[src/rtl/sng_mul.sv]
`default_nettype none

module sng_mul #(
	parameter int A_W = 25,
	parameter int B_W = 32
) (
	input  logic                       clk,
	input  logic signed [A_W-1:0]      a,
	input  logic signed [B_W-1:0]      b,
	output logic signed [A_W+B_W-1:0]  p
);

	always_ff @(posedge clk) begin
		p <= a * b;
	end

endmodule

`default_nettype wire

[config.mk]
export PLATFORM = sky130hd
export DESIGN_NAME = sng_mul
export DESIGN_NICKNAME = d
export VERILOG_FILES = /design/src/rtl/sng_mul.sv
export SDC_FILE = /design/constraint.sdc
export NUM_CORES = 2
export LEC_CHECK = 0
export BUFFER_PORTS_ARGS = -buffer_cell sky130_fd_sc_hd__buf_2
export CORE_MARGIN = 3
export CORE_UTILIZATION = 24
export DETAILED_ROUTE_END_ITERATION = 8
export GPL_ROUTABILITY_DRIVEN = 0
export PLACE_DENSITY = 0.43
export SYNTH_ARGS = -nofsm -noshare
export SYNTH_HDL_FRONTEND = slang
export SYNTH_SLANG_ARGS = --single-unit
[constraint.sdc]
create_clock -name clk -period 6.65 [get_ports clk]
set_clock_uncertainty 0.1 [all_clocks]
set_input_delay 0.665 -clock clk [delete_from_list [all_inputs] [get_ports clk]]
set_output_delay 0.665 -clock clk [all_outputs]
set_load 0.02 [all_outputs]
# Yosys cells after proc, flatten, opt, wreduce, memory -nomap -nowiden
# Cells that the tools add are included.
# classes
reduce_logical	0
n_mul	1
n_lt_le_gt_ge	0
muxes	0
bitwise_logic	0
n_eq_ne	0
shifts	0
n_div	0
n_addsub	0
# op_table
operator	n
$mul A25 B32 Y57	1
# word_totals
ram_bits	0
mem_bits_ro	0
input_bits	58
regBits	57
memories	0
latchBits	0

# Depth between registers and ports, before layout
# logic_depth
depth_word	1
ltp_mapped	26
ltp_nobuf	25

# Least setup slack after synthesis
# No wires, ideal clock.
# synth_path
kind	input port to flip-flop
from	input b[31]
to	register p[55]
slack_ns	-0.465
cell_stages	24
t_arrival_ns	6.884
path_buffers	1
path_cell_list	clkbuf_1 -> nand2_1 -> inv_1 -> fa_1 -> fa_1 -> inv_1 -> fa_1 -> inv_1 -> fa_1 -> inv_1 -> fa_1 -> fa_1 -> fa_1 -> inv_1 -> ha_1 -> a21o_1 -> a21o_1 -> a21o_1 -> a21o_1 -> a21oi_1 -> o21ai_0 -> a21oi_1 -> o41ai_2 -> xor2_1
# synth_via
elab_chain_cells	1
# synth_rtl
item	line_no	rtl
start: declaration	9	input logic signed [B_W-1:0] b,
$mul A25 B32 Y57	14	p <= a * b;
end signal: assignment	14	
end: declaration	10	output logic signed [A_W+B_W-1:0] p
# Every way passes these cells.

# Worst setup path in the final report
# layout_path
from	input b[15]
to	register p[55]
# The elaborated chain is that of the path after synthesis.

==> flow_metrics.env <==
export IMPL_synth_edf_count=0
export IMPL_dr_pass1_iters=5
export IMPL_cts_max_level=3
export IMPL_dieWidth_microns=357
export IMPL_syn_instance_count=3204
export IMPL_area_growth_pct=29.0
export IMPL_ys_ff_latch=57
export IMPL_synthArstFlopShare_pct=0
export IMPL_grt_pass1_wl_microns=148000
export IMPL_io_pins=115
export IMPL_synthAdderAreaFrac_pct=61.9
export IMPL_cp_start_kind="input port"
export IMPL_worstPathMaxFanout=8
export IMPL_slew_violations=0
export IMPL_port_buffers=114
export IMPL_drc=0
export IMPL_synth_top_area_share_pct=55.3
export IMPL_period_minus_slack_ns=6.96
export IMPL_critPathKind="in -> reg"
export IMPL_drt_iter0_drc=952
export IMPL_synth_xor_area_share_pct=1.77
export IMPL_design_core_area_sq_um=122000
export IMPL_clock_fmax_ghz=0.144
export IMPL_n_fill_cell=12900
export IMPL_crit_top_cell="fa_1"
export IMPL_path_clk_slew_ns=0.06
export IMPL_cp_data_required_time_ns=6.85
export IMPL_routedWlPerCell_microns=17.7
export IMPL_finalWorstSetupSlack_ns=-0.311
export IMPL_largestRegisters="p (57)"
export IMPL_synth_top_area_cell="fa_1"
export IMPL_synthTopCellsByArea="fa_1 (55%), inv_1 (11%), and2_1 (8.4%)"
export IMPL_final_cell_area_sq_um=38200
export IMPL_synth_mux_area_share_pct=0
export IMPL_final_antenna_net_count=0
export IMPL_grt_overflow_total=0
export IMPL_slew_headroom_pct=60.9
export IMPL_root_buffer="clkbuf_16"
export IMPL_cts_buffers=9
export IMPL_synth_fp_nets=4236
export IMPL_cts_sinks=57
export IMPL_crit_path_top_delay_cell="fa_1"
export IMPL_antenna_found_initial=3
export IMPL_run_status="finished, violations left"
export IMPL_ys_seq_area_share_pct=3.85
export IMPL_end_kind="flip-flop"
export IMPL_hpwl_microns=80100
export IMPL_rsz0062_at_grt="true"
export IMPL_synth_compound_area_share_pct=4.13
export IMPL_finalWirelength_microns=94000
export IMPL_yosysMostFrequentCell="inv_1"
export IMPL_top_register="p"
export IMPL_slowest_delay_ns=0.62
export IMPL_worst_pin_slew_ns=0.581
export IMPL_final_hold_violation_count=0
export IMPL_critical_path_arrival_ns=7.16
export IMPL_holdPathEnd="p[0]"
export IMPL_track_usage_pct=15.4
export IMPL_drv_cap=0
export IMPL_cp_num_cells=24
export IMPL_hp_class="in -> reg"
export IMPL_path_buf_inv=7
export IMPL_min_path_cells=3
export IMPL_period_share_pct=105
export IMPL_path_cells="buf_12, buf_12, and2_4, fa_1, inv_2, fa_1, inv_1, fa_1, fa_1, fa_1, fa_1, inv_2, fa_1, inv_2, ha_4, buf_4, a31o_4, a31oi_4, o21ai_4, a32o_2, or3b_4, a31oi_4, o41ai_4, xor2_1"
export IMPL_hp_start="a[0]"
export IMPL_crit_family="adder cells"
export IMPL_multi_input_area_sq_um=25800
export IMPL_seqCellArea_sq_um=1140
export IMPL_rows=128
export IMPL_die_h_microns=357
export IMPL_synth_area_sq_um=29600
export IMPL_clock_path_buffers=2
export IMPL_cts_tree="done"
export IMPL_fin_nets=4713
export IMPL_synth_ff_type="dfxtp_1"
export IMPL_synth_cell_types=63
export IMPL_initial_core_util_pct=24.3
export IMPL_synth_warning_count=0
export IMPL_synth_top_family_by_area="adder cells"
export IMPL_placed_area_sq_um=35600
export IMPL_setup_viol=13
export IMPL_yosys_area_share_simple_pct=15.5
export IMPL_die_area_sq_um=128000
export IMPL_routed_via_density=4.12
export IMPL_violations="negative setup slack"
export IMPL_largest_register_ffs=57
export IMPL_vias=21900
export IMPL_avgSynthCellArea_sq_um=9.25
export IMPL_synth_common_cells="inv_1 (860), fa_1 (819), nand2_1 (410)"
export IMPL_drive_above_1_share_pct=23.4
export IMPL_grt_max_degree=23
export IMPL_grt_pass1_vias=24900
layer usage:
metal / global-route usage [%] / vias up / wire length (microns)
li1: - / 10100 / -
met1: 20.0 / 11400 / 41500
met2: 27.0 / 308 / 47400
met3: 1.96 / 65 / 3050
met4: 3.76 / 2 / 2000
met5: 0 / - / 13
metrics by stage:
step	setup slack (ns)	setup TNS [ns]	cells	hold slack, ns	utilization, %
6_report	-0.311	-2.04	5313	0.661	31.3
5_1_grt	-0.443	-4.94	5311	0.653	31.3
4_1_cts	-0.335	-3.58	5288	0.609	30.5
3_5_place_dp	-1.41	-34.22	5223	0.980	29.1
3_3_place_gp	-1.40	-34.29	5223	0.983	29.1
2_1_floorplan	-0.0447	-0.0447	3204	0.692	-
cells by family after synthesis:
kind of cell	Yosys count
buffers and inverters	1013
AO/OA/AOI/OAI	179
flip-flops	57
AND/OR/NAND/NOR	921
adder cells (fa/ha/maj)	974
XOR/XNOR	60
layout by cell type, fill, tap and decap left out, types with 6 or more instances in the layout:
| cell type | netlist | routed |
|---|---|---|
| inv_1 | 860 | 831 |
| fa_1 | 819 | 780 |
| buf_4 | 0 | 417 |
| nand2_1 | 410 | 393 |
| and2_1 | 397 | 376 |
| ha_1 | 155 | 125 |
| buf_2 | 2 | 68 |
| buf_6 | 0 | 59 |
| dfxtp_1 | 57 | 57 |
| buf_12 | 0 | 56 |
| xnor2_1 | 45 | 43 |
| nor2_1 | 50 | 39 |
| fa_2 | 0 | 39 |
| a21oi_1 | 52 | 27 |
| a21o_1 | 26 | 26 |
| ha_4 | 0 | 26 |
| inv_2 | 0 | 25 |
| o21ai_0 | 40 | 23 |
| and2_4 | 0 | 20 |
| a21oi_2 | 0 | 19 |
| clkbuf_16 | 0 | 15 |
| xor2_1 | 15 | 14 |
| nand2b_1 | 14 | 13 |
| nand2_2 | 0 | 12 |
| nand3_1 | 13 | 10 |
| nand4_1 | 9 | 9 |
| buf_8 | 0 | 9 |
| nor2_2 | 0 | 7 |
| o21ai_4 | 1 | 7 |
| o21ai_2 | 1 | 7 |
| a21oi_4 | 0 | 6 |
| nor3_1 | 6 | 6 |
worst max-delay path by stage:
stage	from	end
6_report	b[15]	p[55]
3_3_place_gp	b[11]	p[48]
2_1_floorplan	b[31]	p[55]
5_1_grt	b[14]	p[55]
3_5_place_dp	b[11]	p[54]
4_1_cts	a[6]	p[55]
repair_timing:
action | in CTS | in global routing
hold buffers | 0 | 0
gates resized for setup | 217 | 178
buffers inserted | 47 | 21
setup endpoints to repair | 33 | 33
cloned | 4 | 6
pin swaps | 80 | 72
layout make-up:
| type | count | share of cell area, % |
|---|---|---|
| multi-input combinational | 2134 | 67.5 |
| timing repair buffer | 619 | 14.8 |
| inverter | 860 | 8.49 |
| tap | 1625 | 5.32 |
| sequential | 57 | 2.98 |
| clock buffer | 11 | 0.635 |
| clock inverter | 5 | 0.206 |
| antenna | 2 | 0.0131 |
Power is not shown: default switching activity piles up to over one toggle a cycle in this logic, so the estimate is an artifact.
