--- config.mk ---
export PLATFORM = sky130hd
export DESIGN_NAME = sng_div
export DESIGN_NICKNAME = d
export VERILOG_FILES = /design/src/rtl/sng_pkg.sv /design/src/rtl/sng_div.sv
export SDC_FILE = /design/constraint.sdc
export NUM_CORES = 1
export LEC_CHECK = 0
export ABC_AREA = 1
export BUFFER_PORTS_ARGS = -buffer_cell sky130_fd_sc_hd__buf_2
export CAP_MARGIN = 30
export CORE_UTILIZATION = 55
export CTS_CLUSTER_DIAMETER = 150
export CTS_CLUSTER_SIZE = 20
export DETAILED_ROUTE_END_ITERATION = 16
export PLACE_DENSITY = 0.76
export RECOVER_POWER = 25
export SYNTH_ARGS = -nofsm -noshare
export SYNTH_HDL_FRONTEND = slang
export SYNTH_SLANG_ARGS = --single-unit
--- constraint.sdc ---
create_clock -name clk -period 8.38 [get_ports clk]
set_clock_uncertainty 0.05 [all_clocks]
set_input_delay 1.676 -clock clk [delete_from_list [all_inputs] [get_ports clk]]
set_output_delay 1.676 -clock clk [all_outputs]
set_load 0.05 [all_outputs]
--- src/rtl/sng_pkg.sv ---
`default_nettype none

package sng_pkg;

	typedef enum logic [4:0] {
		ST_IDLE,
		ST_NORM,
		ST_LOGM,
		ST_LOGA,
		ST_DBM,
		ST_DBA,
		ST_ENVM,
		ST_ENVA,
		ST_GATE,
		ST_DIVL,
		ST_DIVW,
		ST_EXPM1,
		ST_EXPA1,
		ST_EXPM2,
		ST_EXPA2,
		ST_WETM,
		ST_WETA,
		ST_DRYM,
		ST_DRYA,
		ST_MIXM,
		ST_MIXA,
		ST_DONE
	} sng_state_t;

	localparam int CFG_IDX_W  = 3;
	localparam int CFG_DATA_W = 17;

	localparam logic [CFG_IDX_W-1:0] REG_THRESHOLD = 3'd0;
	localparam logic [CFG_IDX_W-1:0] REG_KNEE      = 3'd1;
	localparam logic [CFG_IDX_W-1:0] REG_RANGE     = 3'd2;
	localparam logic [CFG_IDX_W-1:0] REG_ATTACK    = 3'd3;
	localparam logic [CFG_IDX_W-1:0] REG_RELEASE   = 3'd4;
	localparam logic [CFG_IDX_W-1:0] REG_MIX       = 3'd5;

	localparam logic [14:0] THR_RESET     = 15'h5800;
	localparam logic [13:0] KNEE_RESET    = 14'd2560;
	localparam logic [14:0] RANGE_RESET   = 15'd15360;
	localparam logic [15:0] ATTACK_RESET  = 16'd65387;
	localparam logic [15:0] RELEASE_RESET = 16'd65521;
	localparam logic [16:0] MIX_RESET     = 17'h10000;
	localparam logic [16:0] MIX_UNITY     = 17'h10000;

	localparam int DB_FLOOR_MAG   = 30720;
	localparam int DB_PER_OCT_Q16 = 394566;
	localparam int OCT_PER_DB_Q16 = 10885;

	localparam int DIV_NUM_W = 38;
	localparam int DIV_DEN_W = 22;
	localparam int QUO_W     = 15;
	localparam int DIV_CNT_W = 4;

	typedef struct packed {
		logic                 start;
		logic [DIV_NUM_W-1:0] num;
		logic [DIV_DEN_W-1:0] den;
	} div_req_t;

	typedef struct packed {
		logic             busy;
		logic [QUO_W-1:0] quo;
	} div_rsp_t;

	function automatic logic [63:0] isqrt64(input logic [63:0] xin);
		logic [63:0] x;
		logic [63:0] r;
		logic [63:0] bt;
		int j;
		x = xin;
		r = '0;
		bt = 64'h4000_0000_0000_0000;
		for (j = 0; j < 32; j++) begin
			if (bt > x) bt = bt >> 2;
		end
		for (j = 0; j < 32; j++) begin
			if (bt != 64'd0) begin
				if (x >= r + bt) begin
					x = x - (r + bt);
					r = (r >> 1) + bt;
				end else begin
					r = r >> 1;
				end
				bt = bt >> 2;
			end
		end
		return r;
	endfunction

	// log2(1+i/n) in q16 by repeated squaring
	function automatic logic [16:0] log_entry(input int idx, input int bits);
		logic [63:0] m;
		logic [16:0] r;
		int b;
		m = ((64'(1 << bits) + 64'(idx)) << 30) >> bits;
		r = '0;
		if (m >= 64'h8000_0000) begin
			r = 17'h10000;
			m = m >> 1;
		end
		for (b = 15; b >= 0; b--) begin
			m = (m * m) >> 30;
			if (m >= 64'h8000_0000) begin
				r[b] = 1'b1;
				m = m >> 1;
			end
		end
		return r;
	endfunction

	// 2^(i/n) in q16 from products of square roots of two
	function automatic logic [17:0] exp_entry(input int idx, input int bits);
		logic [63:0] root [0:12];
		logic [63:0] p;
		int k;
		for (k = 0; k <= 12; k++) root[k] = '0;
		if (idx == (1 << bits)) return 18'd131072;
		root[0] = 64'h8000_0000;
		for (k = 1; k <= bits; k++) root[k] = isqrt64(root[k-1] << 30);
		p = 64'h4000_0000;
		for (k = 0; k < bits; k++) begin
			if (((idx >> k) & 1) != 0) p = (p * root[bits-k]) >> 30;
		end
		return 18'((p + 64'd8192) >> 14);
	endfunction

endpackage

`default_nettype wire

--- src/rtl/sng_div.sv ---
`default_nettype none

module sng_div import sng_pkg::*; (
	input  logic     clk,
	input  logic     arst_n,
	input  div_req_t req,
	output div_rsp_t rsp
);

	logic [DIV_NUM_W-1:0] rem_q;
	logic [DIV_NUM_W-1:0] dsh_q;
	logic [QUO_W-1:0]     quo_q;
	logic [DIV_CNT_W-1:0] cnt_q;
	logic                 busy_q;

	always_ff @(posedge clk or negedge arst_n) begin
		if (!arst_n) begin
			busy_q <= 1'b0;
			cnt_q  <= '0;
		end else if (req.start) begin
			busy_q <= 1'b1;
			cnt_q  <= DIV_CNT_W'(QUO_W);
		end else if (busy_q) begin
			cnt_q <= cnt_q - 1'b1;
			if (cnt_q == DIV_CNT_W'(1)) busy_q <= 1'b0;
		end
	end

	// restoring division, one quotient bit per cycle
	always_ff @(posedge clk) begin
		if (req.start) begin
			rem_q <= req.num;
			dsh_q <= DIV_NUM_W'(req.den) << (QUO_W - 1);
			quo_q <= '0;
		end else if (busy_q) begin
			if (rem_q >= dsh_q) begin
				rem_q <= rem_q - dsh_q;
				quo_q <= {quo_q[QUO_W-2:0], 1'b1};
			end else begin
				quo_q <= {quo_q[QUO_W-2:0], 1'b0};
			end
			dsh_q <= dsh_q >> 1;
		end
	end

	assign rsp.busy = busy_q;
	assign rsp.quo  = quo_q;

endmodule

`default_nettype wire

## Word-level counts from Yosys, hierarchy flattened

Index checks and enable logic that the tools add are counted.

- Register bits after elaboration: 94
- Latch bits: 0
- RAM bits: 0
- Logic and storage cells: 24
- Bits in read-only memories: 0
- Output and inout port bits: 16
- Memories: 0

- Bitwise gates (word level): 0
- Order comparisons: 1
- Multipliers: 0
- Divide/modulo/power cells: 0
- Reduce and logical (&&, ||, !) cells: 3
- Shift operators: 0
- Eq/ne operators: 1
- Add/subtract/negate cells: 2
- Multiplexer cells: 11

Operator list:

| operator | number |
|---|---|
| 2-to-1 mux 38 bit | 3 |
| 2-to-1 mux 36 bit | 2 |
| greater-or-equal comparator 38 x 36 -> 1 bit | 1 |
| subtractor 38 x 36 -> 38 bit | 1 |
| 2-to-1 mux 4 bit | 2 |
| == test 4 x 1 -> 1 bit (second input constant) | 1 |
| 2-to-1 mux 1 bit | 4 |
| nonzero test 2 bit | 2 |
| subtractor 4 x 1 -> 4 bit (second input constant) | 1 |
| AND reduction 2 bit | 1 |

## Longest topological paths before layout

- Depth after elaboration: 4
- Mapped depth: 15

## Worst setup path before layout

OpenSTA, ideal clock, no wires.

- Kind: input to register
- From: input req[60] in the netlist's numbering
- To: register rem_q[0] (enable)
- Setup slack: 5.006 ns
- Arrival: 2.928 ns
- Setup time: 0.396 ns
- Buffers on the path: 2
- Cell stages on the path: 4
- Cells stage by stage: buf_2 > inv_1 > buf_2 > nand2_1

- Longest elaborated chain between the ends: 2
- Elaborated cells between the ends (all ways): 3
- Those cells by class: reduce/logical: 3

RTL lines:

| what | RTL line | text |
|---|---|---|
| start: declaration | sng_div.sv:6 | `input div_req_t req,` |
| nonzero test 2 bit (no line) | - |  |
| AND reduction 2 bit (no line) * | - |  |
| end signal: assignment | sng_div.sv:32 | `rem_q <= req.num;` |
| end signal: assignment | sng_div.sv:37 | `rem_q <= rem_q - dsh_q;` |
| end: declaration | sng_div.sv:10 | `logic [DIV_NUM_W-1:0] rem_q;` |

Every way passes the cells marked *; elsewhere a longest branch is shown, timed or not.
A chain may end at the register's enable or synchronous reset.

## Final worst setup path

- From: input req[60] in the netlist's numbering
- To: register rem_q[21] (enable)

Same word-level chain as after synthesis.

==> key figures <==
Critical path
  – WP data required: 8.36 ns
  – CP Class: primary input to flip-flop
  – Flop2flop setup slack: 5.00 ns
  – CP endpoint kind: flip-flop
  – Startpoint types: primary input
  – CP Max Fanout: 83
  – Arr. time, crit path: 4.18 ns

CTS
  – Clk_lat worst skew: 0.36 ns
  – CTS HTree Levels: 3
  – Clk sinks: 94
  – Clock tree buffer depth: 2
  – Clk slew on worst S/H paths: 0.07 ns
  – CTS resizes: 0
  – TritonCTS clock tree: built
  – Root Buffer: clkbuf_16
  – Post-CTS Setup Inserts: 0
  – TritonCTS Buffers: 9
  – Hold buffers post-CTS: 0

Final layout
  – Area of the multi-input gates: 3259 um2
  – FILL cells: 1063
  – Fin nets: 1096
  – Proportion of layout cells with a drive suffix above 1: 0.1121
  – Fin area: 7281 um2
  – Area growth from synthesis to layout: 12.66%
  – Sequential Area: 2507 um2
  – Diode count: 0

Global route
  – Total grt overflow: 0
  – First-pass GRT wire length: 24720 um
  – Largest net degree at the start of global routing: 84
  – Total Routing Usage GR: 0.2696
  – Met1 usage: 0.3791
  – Met2 usage: 0.4201
  – GR peak layer: met2
  – Initial antenna violation count: 0
  – Met3 Resource Use GR: 0.04762
  – Vias in the first global route: 5205

Run status
  – Status: completed

Detailed routing
  – Via total after detailed routing: 5923
  – Routed wire length: 15540 um
  – WL/cell: 13.61 um
  – Vias per cell: 5.187
  – DRT Pass-1 Iters: 5
  – Number of routed nets with antenna violations: 0
  – Drt drc: 0
  – Number of DRC markers in iteration 0: 489

Synthesis
  – Avg Inst Size Synth: 7.024 um2
  – Area leader, netlist: edfxtp_1
  – Asr flop ratio synth: 0.05319
  – Synth top area cells: edfxtp_1, nand2_1, inv_1
  – Synth Net Count: 1022
  – Flops & latches, synth: 94
  – Ys Warns: 0
  – Synth cell types: 37
  – Synthesized cell area: 6462 um2
  – Yosys top cell area share: 0.2788
  – Most numerous cell in the Yosys netlist: nand2_1
  – Primary FF master, synth: edfxtp_1
  – Post-Syn Instances: 920
  – Synth top cells by count: nand2_1, inv_1, nor2_1
  – Post-synth EDFFs: 60
  – Sequential share of the synthesized area: 0.3880

Place
  – GP Congestion: 0.9838
  – Post-DP Area: 6982 um2
  – DP Wirelength: 11800 um
  – IO buf count: 78
  – Place WS: 3.750 ns

STA
  – Max-slew headroom: 0.4243
  – Setup TNS: 0 ns
  – Worst-margin pin slew: 0.8626 ns
  – Period utilization: 0.5020
  – Final worst slack: 4.173 ns
  – Final setup fails: 0
  – RSZ-0062 raised after global routing: no
  – Slew Viols, Final: 0
  – Endpoints failing hold: 0
  – Final min period: 4.207 ns
  – Fmax: 237.7 MHz

Power
  – Worst IR Drop VDD: 0.1744 mV
  – Leak: 3.616 nW
  – Power density over the cells: 338.3 nW/um2

Run
  – Max-cap viol count: 0

Die
  – # IOs: 79
  – FP Rows: 39
  – Total core area: 11420 um2
  – Die W: 110.4 um
  – Die Area: 12190 um2
  – Initial Utilization: 0.5660
  – Die Y: 110.4 um

Min path
  – HP Class: flip-flop to flip-flop
==> logic make-up (layout without fill, tap and decap cells) <==
| family | count (synthesis) | in the layout | share of synthesized area |
|---|---|---|---|
| xor gates and xnor gates | 12 | 12 | 0.01626 |
| AOI/OAI and AO/OA | 128 | 128 | 0.1075 |
| and+or+nand+nor | 464 | 464 | 0.3040 |
| DFF | 94 | 94 | 0.3880 |
| buffers and inverters | 183 | 262 | 0.1076 |
| adders and majority gates | 39 | 39 | 0.07667 |
==> per-stage QoR <==
step	hold WS, ns	power (mW)	utilization	instances
3_3_place_gp	0.4081	2.010	0.6114	1126
3_5_place_dp	0.4127	2.023	0.6114	1126
2_1_floorplan	0.3822	1.720	-	920
4_1_cts	0.4238	2.465	0.6394	1142
6_report	0.4275	2.463	0.6376	1142
5_1_grt	0.4614	2.673	0.6376	1142
==> worst paths after layout <==
check,endpoint,start,cells after the start
worst min-delay path,quo_q[0]$_SDFFE_PP0P_,quo_q[0]$_SDFFE_PP0P_,2
worst max-delay path,rem_q[21]$_DFFE_PP_,req[60],5
min in group asynchronous,cnt_q[0]$_DFFE_PN0P_,arst_n,1
worst max register to register,rem_q[21]$_DFFE_PP_,rem_q[0]$_DFFE_PP_,15
worst min register to register,quo_q[0]$_SDFFE_PP0P_,quo_q[0]$_SDFFE_PP0P_,2
max in group asynchronous,cnt_q[2]$_DFFE_PN0P_,arst_n,1
==> placed cells by master, fill, tap and decap left out, types with 12 or more instances in the layout <==
cell,Yosys,final
inv_1,162,162
nand2_1,303,303
ha_1,38,38
nor2_1,62,62
edfxtp_1,60,60
nand3_1,50,50
o22ai_1,25,25
clkbuf_1,10,16
o21ai_0,46,55
a21oi_1,37,37
buf_2,4,62
dfxtp_1,29,29
xnor2_1,12,12
==> critical path, cell delays in order <==
cell	delay, ns
buf_2	0.07
buf_4	0.61
inv_1	0.64
nand2_1	0.70
buf_4	0.46
==> area by class of cell <==
| cell class | count | share of cell area |
|---|---|---|
| multi-input cells | 643 | 0.4477 |
| well taps | 143 | 0.02457 |
| flip-flops and latches | 94 | 0.3444 |
| clock inverters | 4 | 0.004124 |
| repair buffers | 82 | 0.05499 |
| clock buffers | 12 | 0.03970 |
| inverters | 164 | 0.08455 |
==> sequential cells by signal, indices dropped and copies added (netlist names) <==
name / cells
cnt_q: 4
dsh_q: 36
busy_q: 1
quo_q: 15
rem_q: 38
==> layer usage <==
layer,share of wire,up-vias
met5,0,-
met4,0.018,0
met3,0.067,21
met2,0.43,173
met1,0.48,2640
li1,-,3089
==> where the power goes <==
group	total (mW)	internal (mW)	switching (mW)
clock network	0.433	0.247	0.186
registers	0.677	0.638	0.0381
logic	1.35	0.471	0.882
total	2.46	1.36	1.11
No activity file was read; power rests on OpenSTA's default activity.
